===== src/sv/lgf_pkg.sv =====
// ----------------------------------------------------------------------------
// lgf_pkg
// shared types, constants, microcode program and lookup tables for the
// led grid frame formatter
// ----------------------------------------------------------------------------
package lgf_pkg;

   localparam int GRID_COUNT = 16;
   localparam int GRID_W     = (GRID_COUNT > 1) ? $clog2(GRID_COUNT) : 1;
   localparam int BRIGHT_W   = 3;
   localparam int STEP_W     = 2;

   localparam logic [GRID_W-1:0] GRID_LAST = GRID_W'(GRID_COUNT - 1);

   localparam logic [7:0] CMD_DATA = 8'h40;
   localparam logic [7:0] CMD_ADDR = 8'hC0;
   localparam logic [4:0] CMD_CTRL_HI = 5'b10001;

   localparam logic [7:0] VAL_DASH  = 8'hFF;
   localparam logic [7:0] VAL_UNDER = 8'hEE;

   localparam logic [3:0] CODE_DASH  = 4'd10;
   localparam logic [3:0] CODE_UNDER = 4'd11;
   localparam logic [3:0] CODE_BLANK = 4'd12;

   // source of the byte a microcode step puts out
   typedef enum logic [1:0] {
      SEL_DATA = 2'd0,
      SEL_ADDR = 2'd1,
      SEL_GRID = 2'd2,
      SEL_CTRL = 2'd3
   } byte_sel_type;

   // how a grid position takes its digit from an input slot
   typedef enum logic [1:0] {
      ROLE_TENS   = 2'd0,
      ROLE_ONES   = 2'd1,
      ROLE_SINGLE = 2'd2,
      ROLE_BLANK  = 2'd3
   } grid_role_type;

   typedef struct packed {
      logic [2:0]    slot;
      grid_role_type role;
   } grid_map_type;

   // one microcode control word
   typedef struct packed {
      byte_sel_type sel;
      logic         start_before;
      logic         stop_after;
      logic         stop_on_grid_last;
      logic         last;
      logic         loop_grid;
      logic         done;
   } ctrl_word_type;

   // sequencer to datapath control bundle
   typedef struct packed {
      logic              emit;
      byte_sel_type      sel;
      logic              start_before;
      logic              stop_after;
      logic              last;
      logic [GRID_W-1:0] grid;
   } seq_ctrl_type;

   localparam logic [STEP_W-1:0] STEP_DATA = 2'd0;
   localparam logic [STEP_W-1:0] STEP_ADDR = 2'd1;
   localparam logic [STEP_W-1:0] STEP_GRID = 2'd2;
   localparam logic [STEP_W-1:0] STEP_CTRL = 2'd3;

   // frame program
   function automatic ctrl_word_type mc_word(input logic [STEP_W-1:0] step);
      ctrl_word_type w;
      w = '{sel: SEL_DATA, default: 1'b0};
      unique case (step)
         STEP_DATA: begin
            w.sel          = SEL_DATA;
            w.start_before = 1'b1;
            w.stop_after   = 1'b1;
         end
         STEP_ADDR: begin
            w.sel          = SEL_ADDR;
            w.start_before = 1'b1;
         end
         STEP_GRID: begin
            w.sel               = SEL_GRID;
            w.stop_on_grid_last = 1'b1;
            w.loop_grid         = 1'b1;
         end
         STEP_CTRL: begin
            w.sel          = SEL_CTRL;
            w.start_before = 1'b1;
            w.stop_after   = 1'b1;
            w.last         = 1'b1;
            w.done         = 1'b1;
         end
         default: begin
            w.done = 1'b1;
         end
      endcase
      return w;
   endfunction

   // grid position to input slot
   function automatic grid_map_type grid_map(input logic [3:0] grid);
      grid_map_type m;
      m.slot = 3'd0;
      m.role = ROLE_BLANK;
      if (grid < 4'd6) begin
         m.slot = grid[3:1];
         m.role = grid[0] ? ROLE_ONES : ROLE_TENS;
      end else if (grid == 4'd6) begin
         m.slot = 3'd3;
         m.role = ROLE_SINGLE;
      end else if (grid < 4'd15) begin
         m.slot = 3'((grid + 4'd1) >> 1);
         m.role = grid[0] ? ROLE_TENS : ROLE_ONES;
      end
      return m;
   endfunction

   function automatic logic [7:0] seg_of(input logic [3:0] code);
      logic [7:0] s;
      case (code)
         4'd0:    s = 8'h3F;
         4'd1:    s = 8'h06;
         4'd2:    s = 8'h5B;
         4'd3:    s = 8'h4F;
         4'd4:    s = 8'h66;
         4'd5:    s = 8'h6D;
         4'd6:    s = 8'h7D;
         4'd7:    s = 8'h07;
         4'd8:    s = 8'h7F;
         4'd9:    s = 8'h6F;
         4'd10:   s = 8'h40;
         4'd11:   s = 8'h08;
         default: s = 8'h00;
      endcase
      return s;
   endfunction

endpackage


===== src/sv/lgf_req_if.sv =====
// ----------------------------------------------------------------------------
// lgf_req_if
// display update channel: eight slot values per transaction
// ----------------------------------------------------------------------------
interface lgf_req_if;
   logic       valid;
   logic       ready;
   logic [7:0] pair_zero;
   logic [7:0] pair_one;
   logic [7:0] pair_two;
   logic [7:0] single_digit;
   logic [7:0] pair_four;
   logic [7:0] pair_five;
   logic [7:0] pair_six;
   logic [7:0] pair_seven;

   modport source (
      output valid, pair_zero, pair_one, pair_two, single_digit,
             pair_four, pair_five, pair_six, pair_seven,
      input  ready
   );
   modport sink (
      input  valid, pair_zero, pair_one, pair_two, single_digit,
             pair_four, pair_five, pair_six, pair_seven,
      output ready
   );
endinterface


===== src/sv/lgf_rsp_if.sv =====
// ----------------------------------------------------------------------------
// lgf_rsp_if
// driver byte channel: one frame byte with its marks per transaction
// ----------------------------------------------------------------------------
interface lgf_rsp_if;
   logic       valid;
   logic       ready;
   logic [7:0] tx_byte;
   logic       start_before;
   logic       stop_after;
   logic       last;

   modport source (
      output valid, tx_byte, start_before, stop_after, last,
      input  ready
   );
   modport sink (
      input  valid, tx_byte, start_before, stop_after, last,
      output ready
   );
endinterface


===== src/sv/led_grid_frame_formatter_serializer.sv =====
// first byte: the update sets the sequencer busy register, then the data command
//   byte is loaded into the output register; throughput: 3 + GRID_COUNT bytes per
//   update, one per cycle while the output slot is free; the next update is taken
//   the cycle after the display-control byte leaves the sequencer
// reset: synchronous active high; clears sequencer and output valid,
//   brightness returns to 2
// ----------------------------------------------------------------------------
// led_grid_frame_formatter_serializer
// turns one display update into the led driver's byte frame: data command,
// address command with segment bytes, display-control command
// ----------------------------------------------------------------------------
module led_grid_frame_formatter_serializer (
   input  logic                         clock,
   input  logic                         reset,
   lgf_req_if.sink                      req_chan,
   lgf_rsp_if.source                    rsp_chan,
   input  logic                         csr_we,
   input  logic [lgf_pkg::BRIGHT_W-1:0] csr_wdata
);
   import lgf_pkg::*;

   logic         busy;
   logic         accept;
   logic         out_free;
   seq_ctrl_type ctrl;
   logic [7:0]   slot_value [8];

   // one update at a time; the output register decouples the last byte
   assign req_chan.ready = !busy;
   assign accept         = req_chan.valid && !busy;

   // slot order follows the grid order on the display
   assign slot_value[0] = req_chan.pair_zero;
   assign slot_value[1] = req_chan.pair_one;
   assign slot_value[2] = req_chan.pair_two;
   assign slot_value[3] = req_chan.single_digit;
   assign slot_value[4] = req_chan.pair_four;
   assign slot_value[5] = req_chan.pair_five;
   assign slot_value[6] = req_chan.pair_six;
   assign slot_value[7] = req_chan.pair_seven;

   // program rom and step counter; steps only when the output slot is free
   lgf_seq u_seq (
      .clock    (clock),
      .reset    (reset),
      .start    (accept),
      .out_free (out_free),
      .busy     (busy),
      .ctrl     (ctrl)
   );

   // digit conversion and byte formatting driven by the control word
   lgf_datapath u_dp (
      .clock      (clock),
      .reset      (reset),
      .load       (accept),
      .slot_value (slot_value),
      .csr_we     (csr_we),
      .csr_wdata  (csr_wdata),
      .ctrl       (ctrl),
      .out_ready  (rsp_chan.ready),
      .out_free   (out_free),
      .out_valid  (rsp_chan.valid),
      .out_byte   (rsp_chan.tx_byte),
      .out_start  (rsp_chan.start_before),
      .out_stop   (rsp_chan.stop_after),
      .out_last   (rsp_chan.last)
   );
endmodule


===== src/sv/lgf_seq.sv =====
// ----------------------------------------------------------------------------
// lgf_seq
// microcode sequencer: step counter, grid loop counter, program rom
// ----------------------------------------------------------------------------
module lgf_seq (
   input  logic                 clock,
   input  logic                 reset,
   input  logic                 start,
   input  logic                 out_free,
   output logic                 busy,
   output lgf_pkg::seq_ctrl_type ctrl
);
   import lgf_pkg::*;

   logic              busy_ff, busy_in;
   logic [STEP_W-1:0] step_ff, step_in;
   logic [GRID_W-1:0] grid_ff, grid_in;
   ctrl_word_type     cw;
   logic              grid_last;
   logic              advance;

   assign cw        = mc_word(step_ff);
   assign grid_last = (grid_ff == GRID_LAST);
   assign advance   = busy_ff && out_free;

   always_comb begin
      busy_in = busy_ff;
      step_in = step_ff;
      grid_in = grid_ff;
      if (!busy_ff) begin
         if (start) begin
            busy_in = 1'b1;
            step_in = STEP_DATA;
            grid_in = '0;
         end
      end else if (advance) begin
         if (cw.loop_grid && !grid_last) begin
            grid_in = grid_ff + GRID_W'(1);
         end else begin
            grid_in = '0;
            step_in = step_ff + STEP_W'(1);
            if (cw.done) begin
               busy_in = 1'b0;
            end
         end
      end
   end

   always_ff @(posedge clock) begin
      if (reset) begin
         busy_ff <= 1'b0;
         step_ff <= STEP_DATA;
         grid_ff <= '0;
      end else begin
         busy_ff <= busy_in;
         step_ff <= step_in;
         grid_ff <= grid_in;
      end
   end

   assign busy              = busy_ff;
   assign ctrl.emit         = advance;
   assign ctrl.sel          = cw.sel;
   assign ctrl.start_before = cw.start_before;
   assign ctrl.stop_after   = cw.stop_after || (cw.stop_on_grid_last && grid_last);
   assign ctrl.last         = cw.last;
   assign ctrl.grid         = grid_ff;
endmodule


===== src/sv/lgf_datapath.sv =====
// ----------------------------------------------------------------------------
// lgf_datapath
// slot register, digit split, segment lookup, byte mux and output register
// ----------------------------------------------------------------------------
module lgf_datapath (
   input  logic                   clock,
   input  logic                   reset,
   input  logic                   load,
   input  logic [7:0]             slot_value [8],
   input  logic                   csr_we,
   input  logic [lgf_pkg::BRIGHT_W-1:0] csr_wdata,
   input  lgf_pkg::seq_ctrl_type  ctrl,
   input  logic                   out_ready,
   output logic                   out_free,
   output logic                   out_valid,
   output logic [7:0]             out_byte,
   output logic                   out_start,
   output logic                   out_stop,
   output logic                   out_last
);
   import lgf_pkg::*;

   logic [7:0]          slot_ff [8];
   logic [BRIGHT_W-1:0] bright_ff;
   logic                valid_ff, valid_in;
   logic [7:0]          byte_ff, byte_in;
   logic                start_ff, stop_ff, last_ff;

   grid_map_type        gmap;
   logic [7:0]          v;
   logic [15:0]         prod;
   logic [4:0]          tens;
   logic [7:0]          tens_x10;
   logic [3:0]          ones;
   logic [3:0]          code;

   always_ff @(posedge clock) begin
      if (load) begin
         slot_ff <= slot_value;
      end
   end

   always_ff @(posedge clock) begin
      if (reset) begin
         bright_ff <= BRIGHT_W'(2);
      end else if (csr_we) begin
         bright_ff <= csr_wdata;
      end
   end

   // divide by ten via reciprocal, exact for 8-bit values
   assign gmap     = grid_map(4'(ctrl.grid));
   assign v        = slot_ff[gmap.slot];
   assign prod     = 16'(v) * 16'd205;
   assign tens     = prod[15:11];
   assign tens_x10 = {tens[4:0], 3'b000} + {2'b00, tens[4:0], 1'b0};
   assign ones     = 4'(v - tens_x10);

   always_comb begin
      code = CODE_BLANK;
      case (gmap.role) inside
         ROLE_TENS, ROLE_ONES: begin
            if (v == VAL_DASH) begin
               code = CODE_DASH;
            end else if (v == VAL_UNDER) begin
               code = CODE_UNDER;
            end else if (gmap.role == ROLE_ONES) begin
               code = ones;
            end else if (tens > 5'd9) begin
               code = CODE_DASH;
            end else begin
               code = tens[3:0];
            end
         end
         ROLE_SINGLE: begin
            if (v == VAL_DASH) begin
               code = CODE_DASH;
            end else if (v == VAL_UNDER) begin
               code = CODE_UNDER;
            end else if (v == 8'd7) begin
               code = 4'd8;
            end else if (v > 8'd9) begin
               code = CODE_DASH;
            end else begin
               code = v[3:0];
            end
         end
         default: begin
            code = CODE_BLANK;
         end
      endcase
   end

   always_comb begin
      unique case (ctrl.sel)
         SEL_DATA: byte_in = CMD_DATA;
         SEL_ADDR: byte_in = CMD_ADDR;
         SEL_GRID: byte_in = seg_of(code);
         SEL_CTRL: byte_in = {CMD_CTRL_HI, bright_ff};
         default:  byte_in = 8'h00;
      endcase
   end

   assign out_free = !valid_ff || out_ready;
   assign valid_in = ctrl.emit || (valid_ff && !out_ready);

   always_ff @(posedge clock) begin
      if (reset) begin
         valid_ff <= 1'b0;
      end else begin
         valid_ff <= valid_in;
      end
   end

   always_ff @(posedge clock) begin
      if (ctrl.emit) begin
         byte_ff  <= byte_in;
         start_ff <= ctrl.start_before;
         stop_ff  <= ctrl.stop_after;
         last_ff  <= ctrl.last;
      end
   end

   assign out_valid = valid_ff;
   assign out_byte  = byte_ff;
   assign out_start = start_ff;
   assign out_stop  = stop_ff;
   assign out_last  = last_ff;
endmodule


===== src/flat_wrapper.sv =====
// flat-port wrapper written by rule: the top's interface ports become plain ports
module led_grid_frame_formatter_serializer_flat import lgf_pkg::*;
  (clock, reset, csr_we, csr_wdata, req_chan_valid, req_chan_pair_zero, req_chan_pair_one, req_chan_pair_two, req_chan_single_digit, req_chan_pair_four, req_chan_pair_five, req_chan_pair_six, req_chan_pair_seven, req_chan_ready, rsp_chan_valid, rsp_chan_tx_byte, rsp_chan_start_before, rsp_chan_stop_after, rsp_chan_last, rsp_chan_ready);
  lgf_req_if req_chan_i ();
  lgf_rsp_if rsp_chan_i ();
  input  logic clock;
  input  logic reset;
  input  logic csr_we;
  input  logic [lgf_pkg::BRIGHT_W-1:0] csr_wdata;
  input wire logic [$bits(req_chan_i.valid)-1:0] req_chan_valid;
  input wire logic [$bits(req_chan_i.pair_zero)-1:0] req_chan_pair_zero;
  input wire logic [$bits(req_chan_i.pair_one)-1:0] req_chan_pair_one;
  input wire logic [$bits(req_chan_i.pair_two)-1:0] req_chan_pair_two;
  input wire logic [$bits(req_chan_i.single_digit)-1:0] req_chan_single_digit;
  input wire logic [$bits(req_chan_i.pair_four)-1:0] req_chan_pair_four;
  input wire logic [$bits(req_chan_i.pair_five)-1:0] req_chan_pair_five;
  input wire logic [$bits(req_chan_i.pair_six)-1:0] req_chan_pair_six;
  input wire logic [$bits(req_chan_i.pair_seven)-1:0] req_chan_pair_seven;
  output wire logic [$bits(req_chan_i.ready)-1:0] req_chan_ready;
  output wire logic [$bits(rsp_chan_i.valid)-1:0] rsp_chan_valid;
  output wire logic [$bits(rsp_chan_i.tx_byte)-1:0] rsp_chan_tx_byte;
  output wire logic [$bits(rsp_chan_i.start_before)-1:0] rsp_chan_start_before;
  output wire logic [$bits(rsp_chan_i.stop_after)-1:0] rsp_chan_stop_after;
  output wire logic [$bits(rsp_chan_i.last)-1:0] rsp_chan_last;
  input wire logic [$bits(rsp_chan_i.ready)-1:0] rsp_chan_ready;
  assign req_chan_i.valid = req_chan_valid;
  assign req_chan_i.pair_zero = req_chan_pair_zero;
  assign req_chan_i.pair_one = req_chan_pair_one;
  assign req_chan_i.pair_two = req_chan_pair_two;
  assign req_chan_i.single_digit = req_chan_single_digit;
  assign req_chan_i.pair_four = req_chan_pair_four;
  assign req_chan_i.pair_five = req_chan_pair_five;
  assign req_chan_i.pair_six = req_chan_pair_six;
  assign req_chan_i.pair_seven = req_chan_pair_seven;
  assign req_chan_ready = req_chan_i.ready;
  assign rsp_chan_valid = rsp_chan_i.valid;
  assign rsp_chan_tx_byte = rsp_chan_i.tx_byte;
  assign rsp_chan_start_before = rsp_chan_i.start_before;
  assign rsp_chan_stop_after = rsp_chan_i.stop_after;
  assign rsp_chan_last = rsp_chan_i.last;
  assign rsp_chan_i.ready = rsp_chan_ready;
  led_grid_frame_formatter_serializer u_core (.clock(clock), .reset(reset), .req_chan(req_chan_i), .rsp_chan(rsp_chan_i), .csr_we(csr_we), .csr_wdata(csr_wdata));
endmodule

===== config.mk =====
export PLATFORM = sky130hd
export DESIGN_NAME = led_grid_frame_formatter_serializer_flat
export DESIGN_NICKNAME = d
export VERILOG_FILES = /design/src/sv/lgf_pkg.sv /design/src/sv/lgf_req_if.sv /design/src/sv/lgf_rsp_if.sv /design/src/sv/led_grid_frame_formatter_serializer.sv /design/src/sv/lgf_seq.sv /design/src/sv/lgf_datapath.sv /design/src/flat_wrapper.sv
export SDC_FILE = /design/constraint.sdc
export NUM_CORES = 1
export LEC_CHECK = 0
export BUFFER_PORTS_ARGS = -buffer_cell sky130_fd_sc_hd__clkbuf_2
export CORE_MARGIN = 2
export CORE_UTILIZATION = 61
export CTS_CLUSTER_SIZE = 8
export DETAILED_ROUTE_END_ITERATION = 10
export HOLD_SLACK_MARGIN = 0.1
export PLACE_DENSITY = 0.89
export SLEW_MARGIN = 20
export SYNTH_ARGS = -nofsm -noshare
export SYNTH_HDL_FRONTEND = slang
export SYNTH_SLANG_ARGS = --single-unit

===== constraint.sdc =====
create_clock -name clock -period 16.3 [get_ports clock]
set_input_delay 3.26 -clock clock [delete_from_list [all_inputs] [get_ports clock]]
set_output_delay 3.26 -clock clock [all_outputs]
set_load 0.03 [all_outputs]

# Word-level counts from Yosys, hierarchy flattened
# Memories as Yosys holds them, arrays and structs flattened.
# Cells that the tools add are included.
# totals
ff_bits	86
mem_bits_ro	112
input_bits	72
memories	1
# memory_table
memory	depth	width	read_ports	rd_ports_with_merged_regs	wr	line_no	text
(name not given)	16	7	1	0	0	lgf_pkg.sv:126	case (code)
# op_classes
n_addsub	4
n_mul	1
order_cmp	5
n_eq_ne	15
n_mux	37
n_bitwise	1
reduce_logical	21
# op_table
op	count
two-way mux 4 bit	14
case mux 8 bit (4 select lines)	1
binary-select mux 8 bit (select 3 bit)	1
equality test 8 bit, second input constant	2
multiplier 8 x 8 -> 16 bit, second input constant	1
two-way mux 8 bit	2
two-way mux 5 bit	3
two-way mux 1 bit	11
equality test 2 bit, second input constant	5
equality test 8 x 3 -> 1 bit, second input constant	1
> comparator 8 x 4 -> 1 bit, second input constant	1
two-way mux 2 bit	4
case mux 2 bit (4 select lines)	1
equality test 2 x 1 -> 1 bit, second input constant	3
logical NOT 2 bit	3
> comparator 5 x 4 -> 1 bit, second input constant	1
logical AND 1 bit	5
adder 4 x 1 -> 4 bit, second input constant	1
adder 4 bit	1
equality test 4 x 3 -> 1 bit, second input constant	1
equality test 4 bit, second input constant	1
>= comparator 4 bit, second input constant	1
logical NOT 1 bit	4
less-than comparator 4 x 3 -> 1 bit, second input constant	1
other kinds (12)	15

# Longest topological paths before layout
# An unclocked memory read counts as a cell.
# depth
word_depth	17
depth_mapped	34
depth_no_buf	32

# Hierarchy
# From an unflattened synthesis, not the netlist that was laid out.
# unflattened
cells_unflattened	551
hier_area_um2	5810.6
# modules_own_cells
mod	instances	cells_per_inst	area_each_um2
lgf_datapath	1	493	5318.9
lgf_seq	1	56	481.7
led_grid_frame_formatter_serializer	1	2	10.0

# Worst setup path before layout
# Ideal clock, no wire load.
# synth_path
path_type	in2reg
from	input port req_chan_valid
to	register u_core.u_seq.step_ff[0]
arrival_ps	7324
required_time_ps	16176
slack_ps	8853
cell_stages	5
path_buffers	0
cell_sequence	nor2b_1 -> nor2_1 -> a31oi_1 -> mux2i_1 -> nor2_1
# synth_between
elab_chain_len	3
# synth_lines
item	line_no	text
start: declaration	flat_wrapper.sv:10	input wire logic [$bits(req_chan_i.valid)-1:0] req_chan_valid;
logical AND 1 bit	led_grid_frame_formatter_serializer.sv:30	assign accept = req_chan.valid && !busy;
nonzero test 2 bit (no line)	--	
AND reduction 3 bit (no line)	--	
end signal: assignment	lgf_seq.sv:56	step_ff <= step_in;
end: declaration	lgf_seq.sv:16	logic [STEP_W-1:0] step_ff, step_in;
# Every way passes these cells.
# A chain may end at the register's enable or synchronous reset.

# Worst setup path in the final report
# layout_path
from	register u_core.u_seq.grid_ff[0]
to	register u_core.u_dp.byte_ff[3] (netlist: u_core.u_dp.out_byte[3]), data pin
# layout_between
elab_chain_len	17
elab_cells_between_ends	37
# layout_lines
item	line_no	text
start: declaration	lgf_seq.sv:17	logic [GRID_W-1:0] grid_ff, grid_in;
start signal: assignment	lgf_seq.sv:57	grid_ff <= grid_in;
adder 4 x 1 -> 4 bit / less-than comparator 4 bit (equally long branches)	lgf_pkg.sv:118, lgf_pkg.sv:117	
two-way mux 5 bit	lgf_pkg.sv:117	end else if (grid < 4'd15) begin
two-way mux 5 bit	lgf_pkg.sv:114	end else if (grid == 4'd6) begin
two-way mux 5 bit (*)	lgf_pkg.sv:111	if (grid < 4'd6) begin
NOT 3 -> 4 bit (implied by the code)	lgf_datapath.sv:53	assign v = slot_ff[gmap.slot];
binary-select mux 8 bit (select 3 bit)	lgf_datapath.sv:53	
two-way mux 8 bit (implied by the code) (2 in series)	lgf_datapath.sv:53	
multiplier 8 x 8 -> 16 bit / > comparator 8 x 4 -> 1 bit (equally long branches)	lgf_datapath.sv:54, lgf_datapath.sv:82	
adder 4 bit, or another cell as far along	lgf_datapath.sv:56	assign tens_x10 = {tens[4:0], 3'b000} + {2'b00, tens[4:0], 1'b0};
subtractor 4 bit, or another cell as far along	lgf_datapath.sv:57	assign ones = 4'(v - tens_x10);
two-way mux 4 bit (on tied branches)	lgf_datapath.sv:67, lgf_datapath.sv:78	
two-way mux 4 bit (on tied branches)	lgf_datapath.sv:65, lgf_datapath.sv:76	
two-way mux 4 bit (on tied branches)	lgf_datapath.sv:63, lgf_datapath.sv:61	
two-way mux 4 bit (*)	lgf_datapath.sv:61	case (gmap.role) inside
memory (16 x 7 bit) (*)	--	
case mux 8 bit (4 select lines) (*)	lgf_datapath.sv:95	unique case (ctrl.sel)
named net u_core.u_dp.byte_in[3]	lgf_datapath.sv:26	logic [7:0] byte_ff, byte_in;
end signal: assignment	lgf_datapath.sv:117	byte_ff <= byte_in;
end: declaration	lgf_datapath.sv:26	
# Mark *: on every way through the listed nets, which the timed path passes. The rest lies on a longest branch. The select of a mux whose other input is x is not followed.

==> results.toml <==
[outcome]
outcome = "finished, final reports clean"

[synthesis]
synthDominantCellAreaShare_pct = 39.9
synth_area_leaders = "edfxtp_1, ha_1, mux2i_1"
ys_ff_latch = 86
synth_nets = 637
synth_edf_count = 75
yosys_warnings = 0
syn_area_sq_mm = 0.00565
synth_top_cell_by_area = "edfxtp_1"
syn_avg_cell_area_sq_um = 11.7
ys_seq_area_share_pct = 43.8
yosys.cell_count.top_type = "edfxtp_1"
synth_ff_type = "edfxtp_1"
synthTopCellsByCount = "edfxtp_1, ha_1, nand2_1"
async_reset_ff_share_pct = 0
netlist-cell-type-count = 74
syn-instance-count = 484

[setup_path]
critPathMaxStageDelay_ns = 0.53
critPathSlowestCell = "dfxtp_1"
end_kind = "flip-flop"
cp.arrival_ns = 8.22
worstSetupPathType = "reg -> reg"
worst_setup_path_start_kind = "flip-flop"
required_ns = 16.39
path_max_fanout = 14

[clock_network]
cts_resized = 0
cts_buffers = 9
cts_tree = "built"
cts.htree.levels = 3
cts_hold_buffers = 0
clock-sinks = 86
root_buffer = "clkbuf_8"
path_clk_slew_ns = 0.09
ctsLongestPathBuffers = 2
post_cts_buffers = 0
clock_latency_ns = 0.35

[final_layout]
nets = 722
multi_input_area_sq_mm = 0.00296
layout-drive-gt1-share_pct = 23.3
regArea_sq_mm = 0.00247
fill_cells = 665
area_delta_synth_final_pct = 11.6
diodes = 0

[place]
place.gp.congestion = 0.909
pre_cts_ws_ns = 8.28
port_buffers = 84
hpwlAfterDp_mm = 8.57

[die]
initial_core_util_pct = 62.0
die-area_sq_mm = 0.0100
fp.dieH_um = 100
core_sq_mm = 0.00911
die_w_um = 100
num_rows = 35
num_io_pins = 85

[timing]
drv_slew = 0
max-slew-margin-rel_pct = 47.8
finalHoldViolations = 0
max_clock_freq_mhz = 123
finalSetupViolCount = 0
tightest_slew_ns = 0.783
min_period_ns = 8.13
rsz0062_at_grt = "false"
timing.final.crit_share_pct = 49.9
setup_slack_ns = 8.17
setup_tns_ns = 0
skew_ns = 0.0129

[run]
drv_cap = 0

[power]
leakagePower_nw = 2.78
ir_worst_vdd_v = 0.0000824
powerDensity_mw_per_mm2 = 114
fin_total_pwr_mw = 0.722

[global_route]
grt_pass1_wl_mm = 18.7
antenna_found_initial = 0
grt_use_total_pct = 23.6
grt_overflow_total = 0
grt_start_max_net_pins = 67
grt_pass1_vias = 4080

[routing]
drc = 0
wirelength_mm = 11.3
ant_nets = 0
via_count = 3976
firstDrtPassIters = 4
drt_iter0_drc = 163
wl_per_cell_um = 16.5
post_drt_via_cell_ratio = 5.80

[hold_path]
hp-class = "reg -> reg"
## registers in the layout (all words and copies together) (netlist names)
| register | cells |
|---|---|
| u_core.u_dp.bright_ff | 3 |
| u_core.u_dp.out_byte | 8 |
| u_core.u_dp.out_last | 1 |
| u_core.u_dp.out_start | 1 |
| u_core.u_dp.out_stop | 1 |
| u_core.u_dp.out_valid | 1 |
| u_core.u_dp.slot_ff | 64 |
| u_core.u_seq.busy | 1 |
| u_core.u_seq.grid_ff | 4 |
| u_core.u_seq.step_ff | 2 |
## kinds of logic (layout without fill, tap and decap cells)
| logic type | after synthesis | in the layout | share of synthesized area [%] |
|---|---|---|---|
| AND/OR/NAND/NOR | 137 | 137 | 12.8 |
| flip-flops | 86 | 86 | 43.8 |
| adder cells (fa/ha/maj) | 81 | 81 | 19.1 |
| AO/OA/AOI/OAI | 81 | 81 | 9.97 |
| buffers and inverters | 43 | 133 | 4.01 |
| multiplexers | 41 | 41 | 7.98 |
| XOR/XNOR | 15 | 15 | 2.33 |
## worst paths after layout
kind	from	end	slack [ns]	cells after the start
max	u_core.u_seq.grid_ff[0]$_SDFFE_PP0P_	u_core.u_dp.out_byte[3]$_DFFE_PP_	8.17	33
min	u_core.u_dp.out_valid$_SDFF_PP0_	u_core.u_dp.out_valid$_SDFF_PP0_	0.50	2
max reg2reg	u_core.u_seq.grid_ff[0]$_SDFFE_PP0P_	u_core.u_dp.out_byte[3]$_DFFE_PP_	8.17	33
min reg2reg	u_core.u_dp.out_valid$_SDFF_PP0_	u_core.u_dp.out_valid$_SDFF_PP0_	0.50	2
## stage by stage
| step | hold WS, ns | instance area, sq um | utilization [%] | instances |
|---|---|---|---|---|
| global placement | 0.475 | 6140 | 67.4 | 669 |
| finish | 0.497 | 6300 | 69.2 | 685 |
| CTS | 0.502 | 6300 | 69.2 | 685 |
| floorplan | 0.460 | 5650 | - | 484 |
| global route | 0.553 | 6300 | 69.2 | 685 |
| detailed placement | 0.490 | 6140 | 67.4 | 669 |
## area by class of cell
cell class,count,area share [%]
inverter,30,2.00
clock inverter,4,0.397
tap,111,2.20
sequential,86,39.2
timing repair buffer,87,7.03
multi-input combinational,355,47.0
clock buffer,12,2.14
## per-layer routing
layer	GRT usage, %	vias up	share of wire, %	wire length (um)
li1	-	1947	-	-
met1	29.9	1873	42	4750
met2	40.8	138	50	5710
met3	4.74	18	5.9	668
met4	7.69	0	1.7	196
met5	0	-	0	0
## worst max-delay path, delay by kind of cell, from the launching register on
kind | cells | cell delay, ns
xor+xnor | 1 | 0.19
flops | 1 | 0.53
mux | 4 | 1.03
fa+ha+maj | 7 | 2.57
simple gates | 4 | 0.60
compound gates | 11 | 2.20
buf+inv | 6 | 0.75
## where the power goes
part	total (mW)	leakage (nW)	switching, mW	internal, mW
Clock	0.128	0.0764	0.0734	0.0551
Combinational	0.336	1.91	0.193	0.143
Sequential	0.257	0.802	0.00462	0.253
Total	0.722	2.78	0.271	0.451
## cell usage in the layout, fill, tap and decap left out, types with 3 or more instances in the layout
cell      count
clkbuf_8      9
a21boi_0      4
mux2i_1      32
a31oi_1       4
mux2_2        5
and2_1        5
nand4_1       5
nor2b_1       6
inv_1        29
buf_4         3
nor4_1        3
nor3_1       10
fa_1          9
clkbuf_1      3
o21a_1        3
xor2_1        6
or2_2         3
ha_1         72
nand2_1      36
nand3_1      11
clkbuf_2     84
edfxtp_1     75
nor2_1       32
xnor2_1       9
o21ai_0      24
a21oi_1      16
dfxtp_1      11
No activity file was read; power rests on OpenSTA's default activity.
